`src/rtl/brre_pkg.sv`:
```
// Shared types and constants for the bitmap row run encoder.
`default_nettype none

package brre_pkg;

   localparam int MAX_COLS  = 1024;
   localparam int MAX_ROWS  = 1024;
   localparam int COORD_W   = 10;
   localparam int DIM_W     = 11;
   localparam int CSR_IDX_W = 2;
   localparam int Q_DEPTH   = 4;
   localparam int Q_PTR_W   = $clog2(Q_DEPTH);
   localparam int Q_CNT_W   = $clog2(Q_DEPTH + 1);

   typedef logic [COORD_W-1:0] coord_type;
   typedef logic [DIM_W-1:0]   dim_type;

   typedef enum logic [CSR_IDX_W-1:0] {
      CSR_IMAGE_WIDTH  = 2'd0,
      CSR_IMAGE_HEIGHT = 2'd1
   } csr_index_type;

   typedef enum logic {
      KIND_RUN     = 1'b0,
      KIND_SUMMARY = 1'b1
   } result_kind_type;

   // Everything one request produces: an optional run, then an optional summary.
   typedef struct packed {
      logic      has_run;
      logic      has_summary;
      coord_type run_row;
      coord_type run_first_col;
      coord_type run_last_col;
      coord_type box_top_row;
      coord_type box_bottom_row;
      coord_type box_left_col;
      coord_type box_right_col;
      logic      box_empty;
   } entry_type;

   typedef struct packed {
      logic      push;
      entry_type entry;
   } push_type;

   typedef struct packed {
      logic                full;
      logic                empty;
      logic [Q_CNT_W-1:0] count;
   } q_status_type;

endpackage

`default_nettype wire

```
`src/rtl/brre_front.sv`:
```
// Front end: pixel accept, row/column counting, run detection and box tracking.
`default_nettype none

module brre_front
   import brre_pkg::*;
(
   input  wire logic         clock,
   input  wire logic         reset,
   input  wire logic         req_valid,
   input  wire logic         req_pixel_set,
   output logic              req_stall,
   input  wire logic         csr_write_en,
   input  wire logic [CSR_IDX_W-1:0] csr_index,
   input  wire logic [DIM_W-1:0]     csr_wdata,
   input  wire q_status_type q_status,
   output push_type          q_push
);

   // Clamp a dimension register to 1..top and return its last index.
   function automatic coord_type last_index(input dim_type v, input dim_type top);
      coord_type r;
      if (v == '0) begin
         r = '0;
      end else if (v > top) begin
         r = COORD_W'(top - 1'b1);
      end else begin
         r = COORD_W'(v - 1'b1);
      end
      return r;
   endfunction

   coord_type last_col_idx_ff, last_row_idx_ff;
   coord_type col_count_ff, col_count_in;
   coord_type row_count_ff, row_count_in;
   logic      in_run_ff, in_run_in;
   coord_type run_start_ff, run_start_in;
   coord_type min_row_ff, min_row_in;
   coord_type max_row_ff, max_row_in;
   coord_type min_col_ff, min_col_in;
   coord_type max_col_ff, max_col_in;
   logic      any_run_ff, any_run_in;

   logic      accept;
   logic      last_col, last_row;
   logic      emit_run, emit_sum;
   coord_type run_first, run_last;
   coord_type box_min_row, box_max_row, box_min_col, box_max_col;
   entry_type entry;

   assign req_stall = q_status.full;
   assign accept    = req_valid && !q_status.full;

   always_comb begin
      last_col  = col_count_ff >= last_col_idx_ff;
      last_row  = row_count_ff >= last_row_idx_ff;
      emit_run  = req_pixel_set ? last_col : in_run_ff;
      emit_sum  = last_col && last_row;
      run_first = in_run_ff ? run_start_ff : col_count_ff;
      run_last  = req_pixel_set ? col_count_ff : col_count_ff - 1'b1;

      box_min_row = min_row_ff;
      box_max_row = max_row_ff;
      box_min_col = min_col_ff;
      box_max_col = max_col_ff;
      if (emit_run) begin
         if (!any_run_ff || row_count_ff < min_row_ff) box_min_row = row_count_ff;
         if (!any_run_ff || row_count_ff > max_row_ff) box_max_row = row_count_ff;
         if (!any_run_ff || run_first < min_col_ff)    box_min_col = run_first;
         if (!any_run_ff || run_last > max_col_ff)     box_max_col = run_last;
      end

      entry               = '0;
      entry.has_run       = emit_run;
      entry.has_summary   = emit_sum;
      if (emit_run) begin
         entry.run_row       = row_count_ff;
         entry.run_first_col = run_first;
         entry.run_last_col  = run_last;
      end
      if (any_run_ff || emit_run) begin
         entry.box_top_row    = box_min_row;
         entry.box_bottom_row = box_max_row;
         entry.box_left_col   = box_min_col;
         entry.box_right_col  = box_max_col;
      end else begin
         entry.box_empty = 1'b1;
      end

      q_push.push  = accept && (emit_run || emit_sum);
      q_push.entry = entry;

      col_count_in = col_count_ff;
      row_count_in = row_count_ff;
      in_run_in    = in_run_ff;
      run_start_in = run_start_ff;
      min_row_in   = min_row_ff;
      max_row_in   = max_row_ff;
      min_col_in   = min_col_ff;
      max_col_in   = max_col_ff;
      any_run_in   = any_run_ff;

      if (accept) begin
         if (emit_run) begin
            min_row_in = box_min_row;
            max_row_in = box_max_row;
            min_col_in = box_min_col;
            max_col_in = box_max_col;
            any_run_in = 1'b1;
         end
         if (req_pixel_set && !last_col) begin
            in_run_in    = 1'b1;
            run_start_in = run_first;
         end else begin
            in_run_in = 1'b0;
         end
         if (last_col) begin
            col_count_in = '0;
            if (last_row) begin
               row_count_in = '0;
               min_row_in   = '1;
               max_row_in   = '0;
               min_col_in   = '1;
               max_col_in   = '0;
               any_run_in   = 1'b0;
            end else begin
               row_count_in = row_count_ff + 1'b1;
            end
         end else begin
            col_count_in = col_count_ff + 1'b1;
         end
      end
   end

   always_ff @(posedge clock) begin
      if (reset) begin
         last_col_idx_ff <= COORD_W'(MAX_COLS - 1);
         last_row_idx_ff <= COORD_W'(MAX_ROWS - 1);
         col_count_ff    <= '0;
         row_count_ff    <= '0;
         in_run_ff       <= 1'b0;
         run_start_ff    <= '0;
         min_row_ff      <= '1;
         max_row_ff      <= '0;
         min_col_ff      <= '1;
         max_col_ff      <= '0;
         any_run_ff      <= 1'b0;
      end else begin
         if (csr_write_en && csr_index == CSR_IMAGE_WIDTH) begin
            last_col_idx_ff <= last_index(csr_wdata, DIM_W'(MAX_COLS));
         end
         if (csr_write_en && csr_index == CSR_IMAGE_HEIGHT) begin
            last_row_idx_ff <= last_index(csr_wdata, DIM_W'(MAX_ROWS));
         end
         col_count_ff <= col_count_in;
         row_count_ff <= row_count_in;
         in_run_ff    <= in_run_in;
         run_start_ff <= run_start_in;
         min_row_ff   <= min_row_in;
         max_row_ff   <= max_row_in;
         min_col_ff   <= min_col_in;
         max_col_ff   <= max_col_in;
         any_run_ff   <= any_run_in;
      end
   end

endmodule

`default_nettype wire

```
`src/rtl/brre_queue.sv`:
```
// Short queue of per-request result entries between front and back end.
`default_nettype none

module brre_queue
   import brre_pkg::*;
(
   input  wire logic         clock,
   input  wire logic         reset,
   input  wire push_type     q_push,
   input  wire logic         q_pop,
   output entry_type         q_head,
   output q_status_type      q_status
);

   entry_type            entry_ff [Q_DEPTH];
   logic [Q_PTR_W-1:0]   wr_ptr_ff, rd_ptr_ff;
   logic [Q_CNT_W-1:0]   count_ff, count_in;
   logic                 do_push, do_pop;

   always_comb begin
      q_status.full  = count_ff == Q_CNT_W'(Q_DEPTH);
      q_status.empty = count_ff == '0;
      q_status.count = count_ff;
      q_head         = entry_ff[rd_ptr_ff];
      do_push        = q_push.push && !q_status.full;
      do_pop         = q_pop && !q_status.empty;
      count_in       = count_ff;
      if (do_push && !do_pop) begin
         count_in = count_ff + 1'b1;
      end else if (do_pop && !do_push) begin
         count_in = count_ff - 1'b1;
      end
   end

   always_ff @(posedge clock) begin
      if (reset) begin
         wr_ptr_ff <= '0;
         rd_ptr_ff <= '0;
         count_ff  <= '0;
      end else begin
         if (do_push) wr_ptr_ff <= wr_ptr_ff + 1'b1;
         if (do_pop)  rd_ptr_ff <= rd_ptr_ff + 1'b1;
         count_ff <= count_in;
      end
   end

   always_ff @(posedge clock) begin
      if (do_push) begin
         entry_ff[wr_ptr_ff] <= q_push.entry;
      end
   end

endmodule

`default_nettype wire

```
`src/rtl/brre_back.sv`:
```
// Back end: splits queue entries into run and summary results, output register.
`default_nettype none

module brre_back
   import brre_pkg::*;
(
   input  wire logic         clock,
   input  wire logic         reset,
   input  wire entry_type    q_head,
   input  wire q_status_type q_status,
   output logic              q_pop,
   output logic              rsp_valid,
   input  wire logic         rsp_stall,
   output logic              rsp_result_kind,
   output coord_type         rsp_run_row,
   output coord_type         rsp_run_first_col,
   output coord_type         rsp_run_last_col,
   output coord_type         rsp_box_top_row,
   output coord_type         rsp_box_bottom_row,
   output coord_type         rsp_box_left_col,
   output coord_type         rsp_box_right_col,
   output logic              rsp_box_empty,
   output logic              rsp_last_of_item
);

   logic            rsp_valid_ff;
   logic            sum_phase_ff;   // run of the head entry already sent
   result_kind_type kind_ff;
   coord_type       run_row_ff, run_first_ff, run_last_ff;
   coord_type       top_ff, bottom_ff, left_ff, right_ff;
   logic            empty_ff, last_ff;
   logic            load, take_run;

   assign load     = (!rsp_valid_ff || !rsp_stall) && !q_status.empty;
   assign take_run = q_head.has_run && !sum_phase_ff;
   assign q_pop    = load && !(take_run && q_head.has_summary);

   always_ff @(posedge clock) begin
      if (reset) begin
         rsp_valid_ff <= 1'b0;
         sum_phase_ff <= 1'b0;
      end else begin
         if (load) begin
            rsp_valid_ff <= 1'b1;
            sum_phase_ff <= take_run && q_head.has_summary;
         end else if (!rsp_stall) begin
            rsp_valid_ff <= 1'b0;
         end
      end
   end

   always_ff @(posedge clock) begin
      if (load) begin
         if (take_run) begin
            kind_ff      <= KIND_RUN;
            run_row_ff   <= q_head.run_row;
            run_first_ff <= q_head.run_first_col;
            run_last_ff  <= q_head.run_last_col;
            top_ff       <= '0;
            bottom_ff    <= '0;
            left_ff      <= '0;
            right_ff     <= '0;
            empty_ff     <= 1'b0;
            last_ff      <= !q_head.has_summary;
         end else begin
            kind_ff      <= KIND_SUMMARY;
            run_row_ff   <= '0;
            run_first_ff <= '0;
            run_last_ff  <= '0;
            top_ff       <= q_head.box_top_row;
            bottom_ff    <= q_head.box_bottom_row;
            left_ff      <= q_head.box_left_col;
            right_ff     <= q_head.box_right_col;
            empty_ff     <= q_head.box_empty;
            last_ff      <= 1'b1;
         end
      end
   end

   assign rsp_valid          = rsp_valid_ff;
   assign rsp_result_kind    = kind_ff;
   assign rsp_run_row        = run_row_ff;
   assign rsp_run_first_col  = run_first_ff;
   assign rsp_run_last_col   = run_last_ff;
   assign rsp_box_top_row    = top_ff;
   assign rsp_box_bottom_row = bottom_ff;
   assign rsp_box_left_col   = left_ff;
   assign rsp_box_right_col  = right_ff;
   assign rsp_box_empty      = empty_ff;
   assign rsp_last_of_item   = last_ff;

endmodule

`default_nettype wire

```
`src/rtl/bitmap_row_run_encoder.sv`:
```
// Top level of the bitmap row run encoder.
//
// Request channel: one binary pixel per request in raster order (req_valid,
// req_stall, req_pixel_set). Row and column are counted internally against
// image_width / image_height; the user must write these via csr_ while idle.
// Response channel: run records (row, first and last column, inclusive) as
// each run closes, and after the frame's last pixel a summary with the
// bounding box of all runs, or box_empty set when no pixel was set.
// rsp_last_of_item marks the final response caused by a pixel.
// Throughput: one pixel per clock while req_stall is low. A pixel that
// closes a run or ends the frame pushes an entry through the queue into the
// output register; a pixel doing both gives two responses, run then summary.
// The response port drains one response per clock from a 4-entry queue;
// when rsp_stall holds the queue fills and req_stall rises once it is full.
// Synchronous reset clears counters, run state and box tracking, empties the
// queue and sets both dimensions to 1024.
`default_nettype none

module bitmap_row_run_encoder
   import brre_pkg::*;
(
   input  wire logic                 clock,
   input  wire logic                 reset,
   input  wire logic                 req_valid,
   output logic                      req_stall,
   input  wire logic                 req_pixel_set,
   input  wire logic                 csr_write_en,
   input  wire logic [CSR_IDX_W-1:0] csr_index,
   input  wire logic [DIM_W-1:0]     csr_wdata,
   output logic                      rsp_valid,
   input  wire logic                 rsp_stall,
   output logic                      rsp_result_kind,
   output logic [COORD_W-1:0]        rsp_run_row,
   output logic [COORD_W-1:0]        rsp_run_first_col,
   output logic [COORD_W-1:0]        rsp_run_last_col,
   output logic [COORD_W-1:0]        rsp_box_top_row,
   output logic [COORD_W-1:0]        rsp_box_bottom_row,
   output logic [COORD_W-1:0]        rsp_box_left_col,
   output logic [COORD_W-1:0]        rsp_box_right_col,
   output logic                      rsp_box_empty,
   output logic                      rsp_last_of_item
);

   push_type     q_push;
   entry_type    q_head;
   q_status_type q_status;
   logic         q_pop;

   brre_front u_front (
      .clock         (clock),
      .reset         (reset),
      .req_valid     (req_valid),
      .req_pixel_set (req_pixel_set),
      .req_stall     (req_stall),
      .csr_write_en  (csr_write_en),
      .csr_index     (csr_index),
      .csr_wdata     (csr_wdata),
      .q_status      (q_status),
      .q_push        (q_push)
   );

   brre_queue u_queue (
      .clock    (clock),
      .reset    (reset),
      .q_push   (q_push),
      .q_pop    (q_pop),
      .q_head   (q_head),
      .q_status (q_status)
   );

   brre_back u_back (
      .clock              (clock),
      .reset              (reset),
      .q_head             (q_head),
      .q_status           (q_status),
      .q_pop              (q_pop),
      .rsp_valid          (rsp_valid),
      .rsp_stall          (rsp_stall),
      .rsp_result_kind    (rsp_result_kind),
      .rsp_run_row        (rsp_run_row),
      .rsp_run_first_col  (rsp_run_first_col),
      .rsp_run_last_col   (rsp_run_last_col),
      .rsp_box_top_row    (rsp_box_top_row),
      .rsp_box_bottom_row (rsp_box_bottom_row),
      .rsp_box_left_col   (rsp_box_left_col),
      .rsp_box_right_col  (rsp_box_right_col),
      .rsp_box_empty      (rsp_box_empty),
      .rsp_last_of_item   (rsp_last_of_item)
   );

   a_sum_is_last: assert property (@(posedge clock) disable iff (reset)
      rsp_valid && rsp_result_kind == KIND_SUMMARY |-> rsp_last_of_item)
      else $error("summary response not marked last");

   a_empty_box_zero: assert property (@(posedge clock) disable iff (reset)
      rsp_valid && rsp_result_kind == KIND_SUMMARY && rsp_box_empty |->
         rsp_box_top_row == '0 && rsp_box_bottom_row == '0 &&
         rsp_box_left_col == '0 && rsp_box_right_col == '0)
      else $error("empty frame summary carries a box");

   a_run_ordered: assert property (@(posedge clock) disable iff (reset)
      rsp_valid && rsp_result_kind == KIND_RUN |-> rsp_run_first_col <= rsp_run_last_col)
      else $error("run ends before it starts");

   a_queue_bound: assert property (@(posedge clock) disable iff (reset)
      q_status.count <= Q_CNT_W'(Q_DEPTH) && !(q_status.full && q_push.push))
      else $error("queue overflow");

endmodule

`default_nettype wire
```
`config.mk`:
```
export PLATFORM = sky130hd
export DESIGN_NAME = bitmap_row_run_encoder
export DESIGN_NICKNAME = d
export VERILOG_FILES = /design/src/rtl/brre_pkg.sv /design/src/rtl/brre_front.sv /design/src/rtl/brre_queue.sv /design/src/rtl/brre_back.sv /design/src/rtl/bitmap_row_run_encoder.sv
export SDC_FILE = /design/constraint.sdc
export NUM_CORES = 1
export LEC_CHECK = 0
export BUFFER_PORTS_ARGS = -buffer_cell sky130_fd_sc_hd__buf_2
export CAP_MARGIN = 10
export CORE_MARGIN = 1
export CORE_UTILIZATION = 25
export DETAILED_ROUTE_END_ITERATION = 8
export GPL_ROUTABILITY_DRIVEN = 0
export PLACE_DENSITY_LB_ADDON = 0.15
export SLEW_MARGIN = 10
export SYNTH_ARGS = -nofsm -noshare
export SYNTH_HDL_FRONTEND = slang
export SYNTH_HIERARCHICAL = 1
export SYNTH_SLANG_ARGS = --single-unit
```
`constraint.sdc`:
```
create_clock -name clock -period 7.4 [get_ports clock]
set_clock_uncertainty 0.15 [all_clocks]
set_input_delay 1.11 -clock clock [delete_from_list [all_inputs] [get_ports clock]]
set_output_delay 1.11 -clock clock [all_outputs]
set_load 0.005 [all_outputs]
```
==> flow_summary.json, run 1 <==
{
  "status": "finished clean",
  "core_sq_um": 79000,
  "yosys_warnings": 6,
  "synthCells": 1323,
  "r2r_cells": 12,
  "crit_type": "flop to flop",
  "hp-start": "u_front/last_col_idx_ff[9]$_SDFFE_PP1P_",
  "setup_viol": 0,
  "dpl-instance-area_sq_um": 21430,
  "drive_above_1_share_pct": 22.27,
  "fp.dieW_um": 284.4,
  "post-route-min-period_ps": 4687,
  "hp-class": "flop to flop",
  "clk_path_buf_depth": 3,
  "first_pass_iters": 5,
  "cp-end-kind": "flop",
  "rows": 103,
  "r2r_start": "u_front/col_count_ff[0]$_SDFFE_PP0P_",
  "yosys.area.top_type_share_pct": 54.98,
  "antenna_left": 0,
  "finalSetupTns_ps": 0,
  "grt_max_degree": 57,
  "antenna_cells": 0,
  "wl_per_cell_um": 19.38,
  "dp_hpwl_um": 30940,
  "slew_viol_final": 0,
  "clk_pin_slew_ps": 70,
  "worst_ep_required_time_ps": 7500,
  "min_to": "u_front/last_col_idx_ff[9]$_SDFFE_PP1P_",
  "io_buffers": 93,
  "ys_top_cells_by_area": "edfxtp_1 (55%), dfxtp_1 (10%), mux4_2 (8.2%)",
  "worst_setup_path_start_kind": "flop",
  "initial_utilization_pct": 25.23,
  "max_cap_violations": 0,
  "clkSinkCount": 468,
  "hold_violations": 0,
  "async_flop_share_pct": 0,
  "worstPathMaxFanout": 54,
  "peakVddDrop_mv": 0.1838,
  "clock.fmax_mhz": 213.4,
  "die_area_sq_um": 80870,
  "grt_overflow": 0,
  "place_inst": 2413,
  "dr.first_iter.drc_count": 494,
  "post_cts_buffers": 0,
  "worst_pin_slew_ps": 1197,
  "syn_nets": 1410,
  "stdcell_count": 2505,
  "min_path_cells": 2,
  "hold-worst-slack_ps": 323.4,
  "num_vias": 10960,
  "cts_resized": 0,
  "final_common_cell": "edfxtp_1",
  "fin_crit_sh_pct": 63.34,
  "antenna_found_initial": 3,
  "synth_area_per_cell_sq_um": 15.07,
  "cts_root_buffer": "clkbuf_16",
  "area_growth_pct": 15.60,
  "io-pin-count": 94,
  "synth_edf_count": 365,
  "viasPerCell": 4.373,
  "drc": 0,
  "die_h_um": 284.4,
  "syn_area_sq_um": 19940,
  "rsz0062_at_grt": "false",
  "synth_seq_cells": 468,
  "grt_pass1_wl_um": 74060,
  "cts_buffers": 50,
  "clk_latency_ps": 590,
  "slew_headroom_pct": 19.78,
  "synth_seq_area_share_pct": 65.32,
  "yosys.area.top_type": "edfxtp_1",
  "r2r_end": "u_queue/entry_ff[1][50]$_DFFE_PP_",
  "power_density_nw_per_um2": 305.0,
  "cts_tree": "done",
  "nets": 1502,
  "ys.flop_type": "edfxtp_1",
  "synth.distinct_cells": 68,
  "arrival_ps": 4790,
  "routed_wl_um": 48540,
  "fin_area_sq_um": 23050,
  "leakage_nw": 8.279,
  "grt_usage_pct": 12.11,
  "grt_pass1_vias": 11520,
  "r2r_slack_ps": 2710,
  "htree_levels": 2,
  "p_total_mw": 7.028,
  "cts_hold_buf": 0,
  "final_cell_mix": "edfxtp_1 (365), dfxtp_1 (101), buf_2 (93), inv_1 (83)"
}
[worst max-delay path, cell delays in order, from the launching register on]
cell and delay (ps):
dfxtp_1 500, inv_1 140, ha_1 290, nand2b_1 90
a21oi_1 90, o41ai_4 410, nor2_1 170, or2_1 380
a21oi_1 250, inv_1 100, nor2_1 370, and2_4 910
buf_4 460
[layout make-up]
| class | count | area (sq um) |
|---|---|---|
| clock buffers | 67 | 1386 |
| clock inverters | 25 | 227.7 |
| fillers | 7908 | 55950 |
| inverters | 84 | 317.8 |
| multi-input cells | 702 | 6185 |
| flip-flops and latches | 468 | 13030 |
| well taps | 1050 | 1314 |
| repair buffers | 109 | 585.6 |
[cell usage after synthesis (7+ instances only)]
| cell type | count |
|---|---|
| a211oi_1 | 8 |
| a21oi_1 | 31 |
| a22o_1 | 40 |
| and2_1 | 55 |
| and2_4 | 31 |
| buf_12 | 7 |
| buf_2 | 16 |
| clkbuf_1 | 29 |
| dfxtp_1 | 103 |
| edfxtp_1 | 365 |
| ha_1 | 67 |
| inv_1 | 83 |
| mux2_2 | 10 |
| mux2i_1 | 14 |
| mux4_2 | 73 |
| nand2_1 | 68 |
| nand3_1 | 9 |
| nand4_1 | 12 |
| nor2_1 | 74 |
| nor2b_1 | 14 |
| nor3_1 | 16 |
| o211ai_1 | 39 |
| o21ai_0 | 27 |
| o22ai_1 | 10 |
| o2bb2ai_1 | 8 |
| xnor2_1 | 19 |
| xor2_1 | 17 |
[power breakdown]
part	internal [mW]	switching, mW
clock	1.45	1.03
sequential	3.21	0.103
combinational	0.516	0.717
[state kept, by name, indices dropped and copies added, names as in the netlist, 2 cells and up, named ones only]
| signal | flops |
|---|---|
| u_queue/count_ff | 3 |
| u_back/rsp_run_row | 10 |
| u_front/max_col_ff | 10 |
| u_front/last_col_idx_ff | 10 |
| u_front/min_row_ff | 10 |
| u_back/rsp_box_right_col | 10 |
| u_front/run_start_ff | 10 |
| u_back/rsp_box_left_col | 10 |
| u_front/min_col_ff | 10 |
| u_back/rsp_box_top_row | 10 |
| u_front/max_row_ff | 10 |
| u_front/row_count_ff | 10 |
| u_front/last_row_idx_ff | 10 |
| u_front/col_count_ff | 10 |
| u_queue/wr_ptr_ff | 2 |
| u_queue/rd_ptr_ff | 2 |
| u_queue/entry_ff | 292 |
| u_back/rsp_box_bottom_row | 10 |
| u_back/rsp_run_first_col | 10 |
| u_back/rsp_run_last_col | 10 |
[routing by layer]
layer	up-vias	share of wire (%)	routed length [um]	global-route usage (%)
met5	-	0.054	26	0
met2	168	47	22780	19.76
met4	4	2.5	1190	3.562
met1	5560	47	22750	16.34
met3	74	3.7	1794	2.167
li1	5149	-	-	-
[cell families after synthesis]
| logic type | share of synthesized area, % |
|---|---|
| xor gates and xnor gates | 1.582 |
| muxes | 9.515 |
| adders and majority gates | 4.356 |
| DFF | 65.32 |
| and+or+nand+nor | 8.573 |
| buffers and inverters | 3.872 |
| AOI/OAI and AO/OA | 6.779 |
[worst max-delay path by stage]
stage,startpoint,to,slack [ps]
after global placement,req_pixel_set,u_queue/entry_ff[1][2]$_DFFE_PP_,2620
after CTS,u_front/col_count_ff[6]$_SDFFE_PP0P_,u_queue/entry_ff[3][51]$_DFFE_PP_,2670
after floorplan,rsp_stall,u_queue/count_ff[2]$_SDFFE_PP0P_,950
after detailed placement,req_pixel_set,u_queue/entry_ff[0][2]$_DFFE_PP_,2670
final,u_front/col_count_ff[0]$_SDFFE_PP0P_,u_queue/entry_ff[1][50]$_DFFE_PP_,2710
after global routing,u_front/col_count_ff[0]$_SDFFE_PP0P_,u_queue/entry_ff[1][50]$_DFFE_PP_,2340
[through the flow]
step                      setup slack, ps  utilization [%]
after floorplan                     947.1                -
after global placement               2624            27.13
after detailed placement             2672            27.13
after CTS                            2668            29.17
after global routing                 2340            29.17
final                                2713            29.17
Power figures use the tool's default switching activity.
==> run 2, diff against run 1 <==
clock period = 4.9 ns   (was 7.4 ns; I/O delays follow)
==> run 2 against run 1 <==
Net effect:
- flip-flop and latch count unchanged
- non-clock buffer count up 24
- final area increased by 1.6%
- critical path type unchanged
- largest power group unchanged
==> flow_summary.json, run 2 (same netlist as run 1, synthesis figures left out) <==
{
  "grt_pass1_vias": 11530,
  "r2r_slack_ps": 550,
  "slew_viol_final": 0,
  "final_common_cell": "edfxtp_1",
  "r2r_cells": 14,
  "wl_per_cell_um": 19.08,
  "dr.first_iter.drc_count": 527,
  "p_total_mw": 10.74,
  "fp.dieW_um": 284.4,
  "min_to": "u_back/rsp_valid$_SDFFE_PP0P_",
  "grt_overflow": 0,
  "htree_levels": 2,
  "power_density_nw_per_um2": 458.9,
  "cts_resized": 0,
  "fin_crit_sh_pct": 88.80,
  "worst_setup_path_start_kind": "flop",
  "r2r_start": "u_front/col_count_ff[3]$_SDFFE_PP0P_",
  "min_path_cells": 3,
  "viasPerCell": 4.331,
  "clk_latency_ps": 600,
  "rows": 103,
  "max_cap_violations": 0,
  "clock.fmax_mhz": 229.8,
  "rsz0062_at_grt": "false",
  "routed_wl_um": 48350,
  "die_area_sq_um": 80870,
  "status": "finished clean",
  "hold_violations": 0,
  "slew_headroom_pct": 35.10,
  "cts_buffers": 52,
  "clk_pin_slew_ps": 60,
  "crit_type": "flop to flop",
  "hp-class": "primary input to flop",
  "post_cts_buffers": 0,
  "io-pin-count": 94,
  "clkSinkCount": 468,
  "final_cell_mix": "edfxtp_1 (365), dfxtp_1 (101), buf_2 (93), inv_1 (83)",
  "largest_register": "u_queue/entry_ff",
  "antenna_found_initial": 2,
  "io_buffers": 93,
  "worst_pin_slew_ps": 967.1,
  "initial_utilization_pct": 25.23,
  "dp_hpwl_um": 31430,
  "cts_root_buffer": "clkbuf_16",
  "grt_max_degree": 53,
  "core_sq_um": 79000,
  "cts_tree": "done",
  "drive_above_1_share_pct": 23.25,
  "antenna_left": 0,
  "arrival_ps": 4530,
  "cts_hold_buf": 0,
  "largest_reg_flops": 292,
  "area_growth_pct": 17.44,
  "setup_viol": 0,
  "post-route-min-period_ps": 4351,
  "hold-worst-slack_ps": 276.8,
  "first_pass_iters": 6,
  "grt_usage_pct": 11.99,
  "num_vias": 10980,
  "cpMostUsedCell": "nor3_1",
  "slowest_delay_ps": 600,
  "peakVddDrop_mv": 0.2467,
  "finalSetupTns_ps": 0,
  "fin_area_sq_um": 23410,
  "worstPathCellList": "or4_1, or3_1, nor3_1, xnor2_1, inv_1, ha_1, nand4_1, nor3_1, o21ai_0, o211ai_1, nand3b_4, nor2b_1, buf_4, a2bb2o_1",
  "dpl-instance-area_sq_um": 21720,
  "worst_ep_required_time_ps": 5080,
  "r2r_end": "u_queue/entry_ff[0][2]$_DFFE_PP_",
  "drc": 0,
  "cp-end-kind": "flop",
  "slowest_stage": "or4_1",
  "die_h_um": 284.4,
  "hp-start": "rsp_stall",
  "leakage_nw": 8.452,
  "grt_pass1_wl_um": 73290,
  "worstPathMaxFanout": 13,
  "clk_path_buf_depth": 3,
  "antenna_cells": 0,
  "nets": 1528
}
-- run 2: cell types whose count changed in the layout (fill, tap and decap cells not counted), sizes merged --
| cell | change |
|---|---|
| buf | +24 |
| bufinv | +1 |
| clkbuf | -2 |
| clkinv | +7 |
| inv | -1 |
-- run 2: per-stage QoR --
step	util [%]	worst slack [ps]	std cells
5_1_grt	29.63	184.2	2534
3_3_place_gp	27.50	651.9	2437
2_1_floorplan	-	335.5	1323
4_1_cts	29.63	553.8	2534
6_report	29.63	549.0	2534
3_5_place_dp	27.50	594.6	2437
-- run 2: area by class of cell --
type / count / area, sq um
Clock buffer: 65 / 1380
Clock inverter: 32 / 306.5
Fill cell: 7883 / 55590
Inverter: 84 / 317.8
Multi-Input combinational cell: 702 / 6185
Sequential cell: 468 / 13030
Tap cell: 1050 / 1314
Timing Repair Buffer: 133 / 878.3
-- run 2: worst max path at each step --
stage	start	to	slack (ps)	depth (start not counted)
detailed placement	u_front/col_count_ff[3]$_SDFFE_PP0P_	u_queue/entry_ff[0][1]$_DFFE_PP_	590	14
floorplan	u_front/col_count_ff[8]$_SDFFE_PP0P_	u_queue/entry_ff[2][0]$_DFFE_PP_	340	10
global route	u_front/col_count_ff[3]$_SDFFE_PP0P_	u_queue/entry_ff[2][2]$_DFFE_PP_	180	14
CTS	u_front/col_count_ff[3]$_SDFFE_PP0P_	u_queue/entry_ff[0][2]$_DFFE_PP_	550	14
global placement	u_front/col_count_ff[3]$_SDFFE_PP0P_	u_queue/entry_ff[1][1]$_DFFE_PP_	650	14
finish	u_front/col_count_ff[3]$_SDFFE_PP0P_	u_queue/entry_ff[0][2]$_DFFE_PP_	550	14
-- run 2: power breakdown --
group          internal (mW)  switching (mW)  total, mW
logic                  0.805            1.07       1.87
registers               4.84           0.176       5.02
clock network           2.26            1.59       3.85
total                   7.90            2.84       10.7
-- run 2: worst max-delay path: cells and delay by family, from the launching register on --
kind | cells | cell delay, ps
xor gates and xnor gates | 1 | 250
buffers and inverters | 2 | 290
AOI/OAI and AO/OA | 3 | 620
adders and majority gates | 1 | 300
DFF | 1 | 420
and+or+nand+nor | 7 | 2020
-- run 2: layer usage --
layer / global-route usage (%) / wire length (um)
met2: 19.52 / 22730
met4: 3.656 / 1156
met1: 16.22 / 22690
met5: 0 / 24
met3: 2.079 / 1752
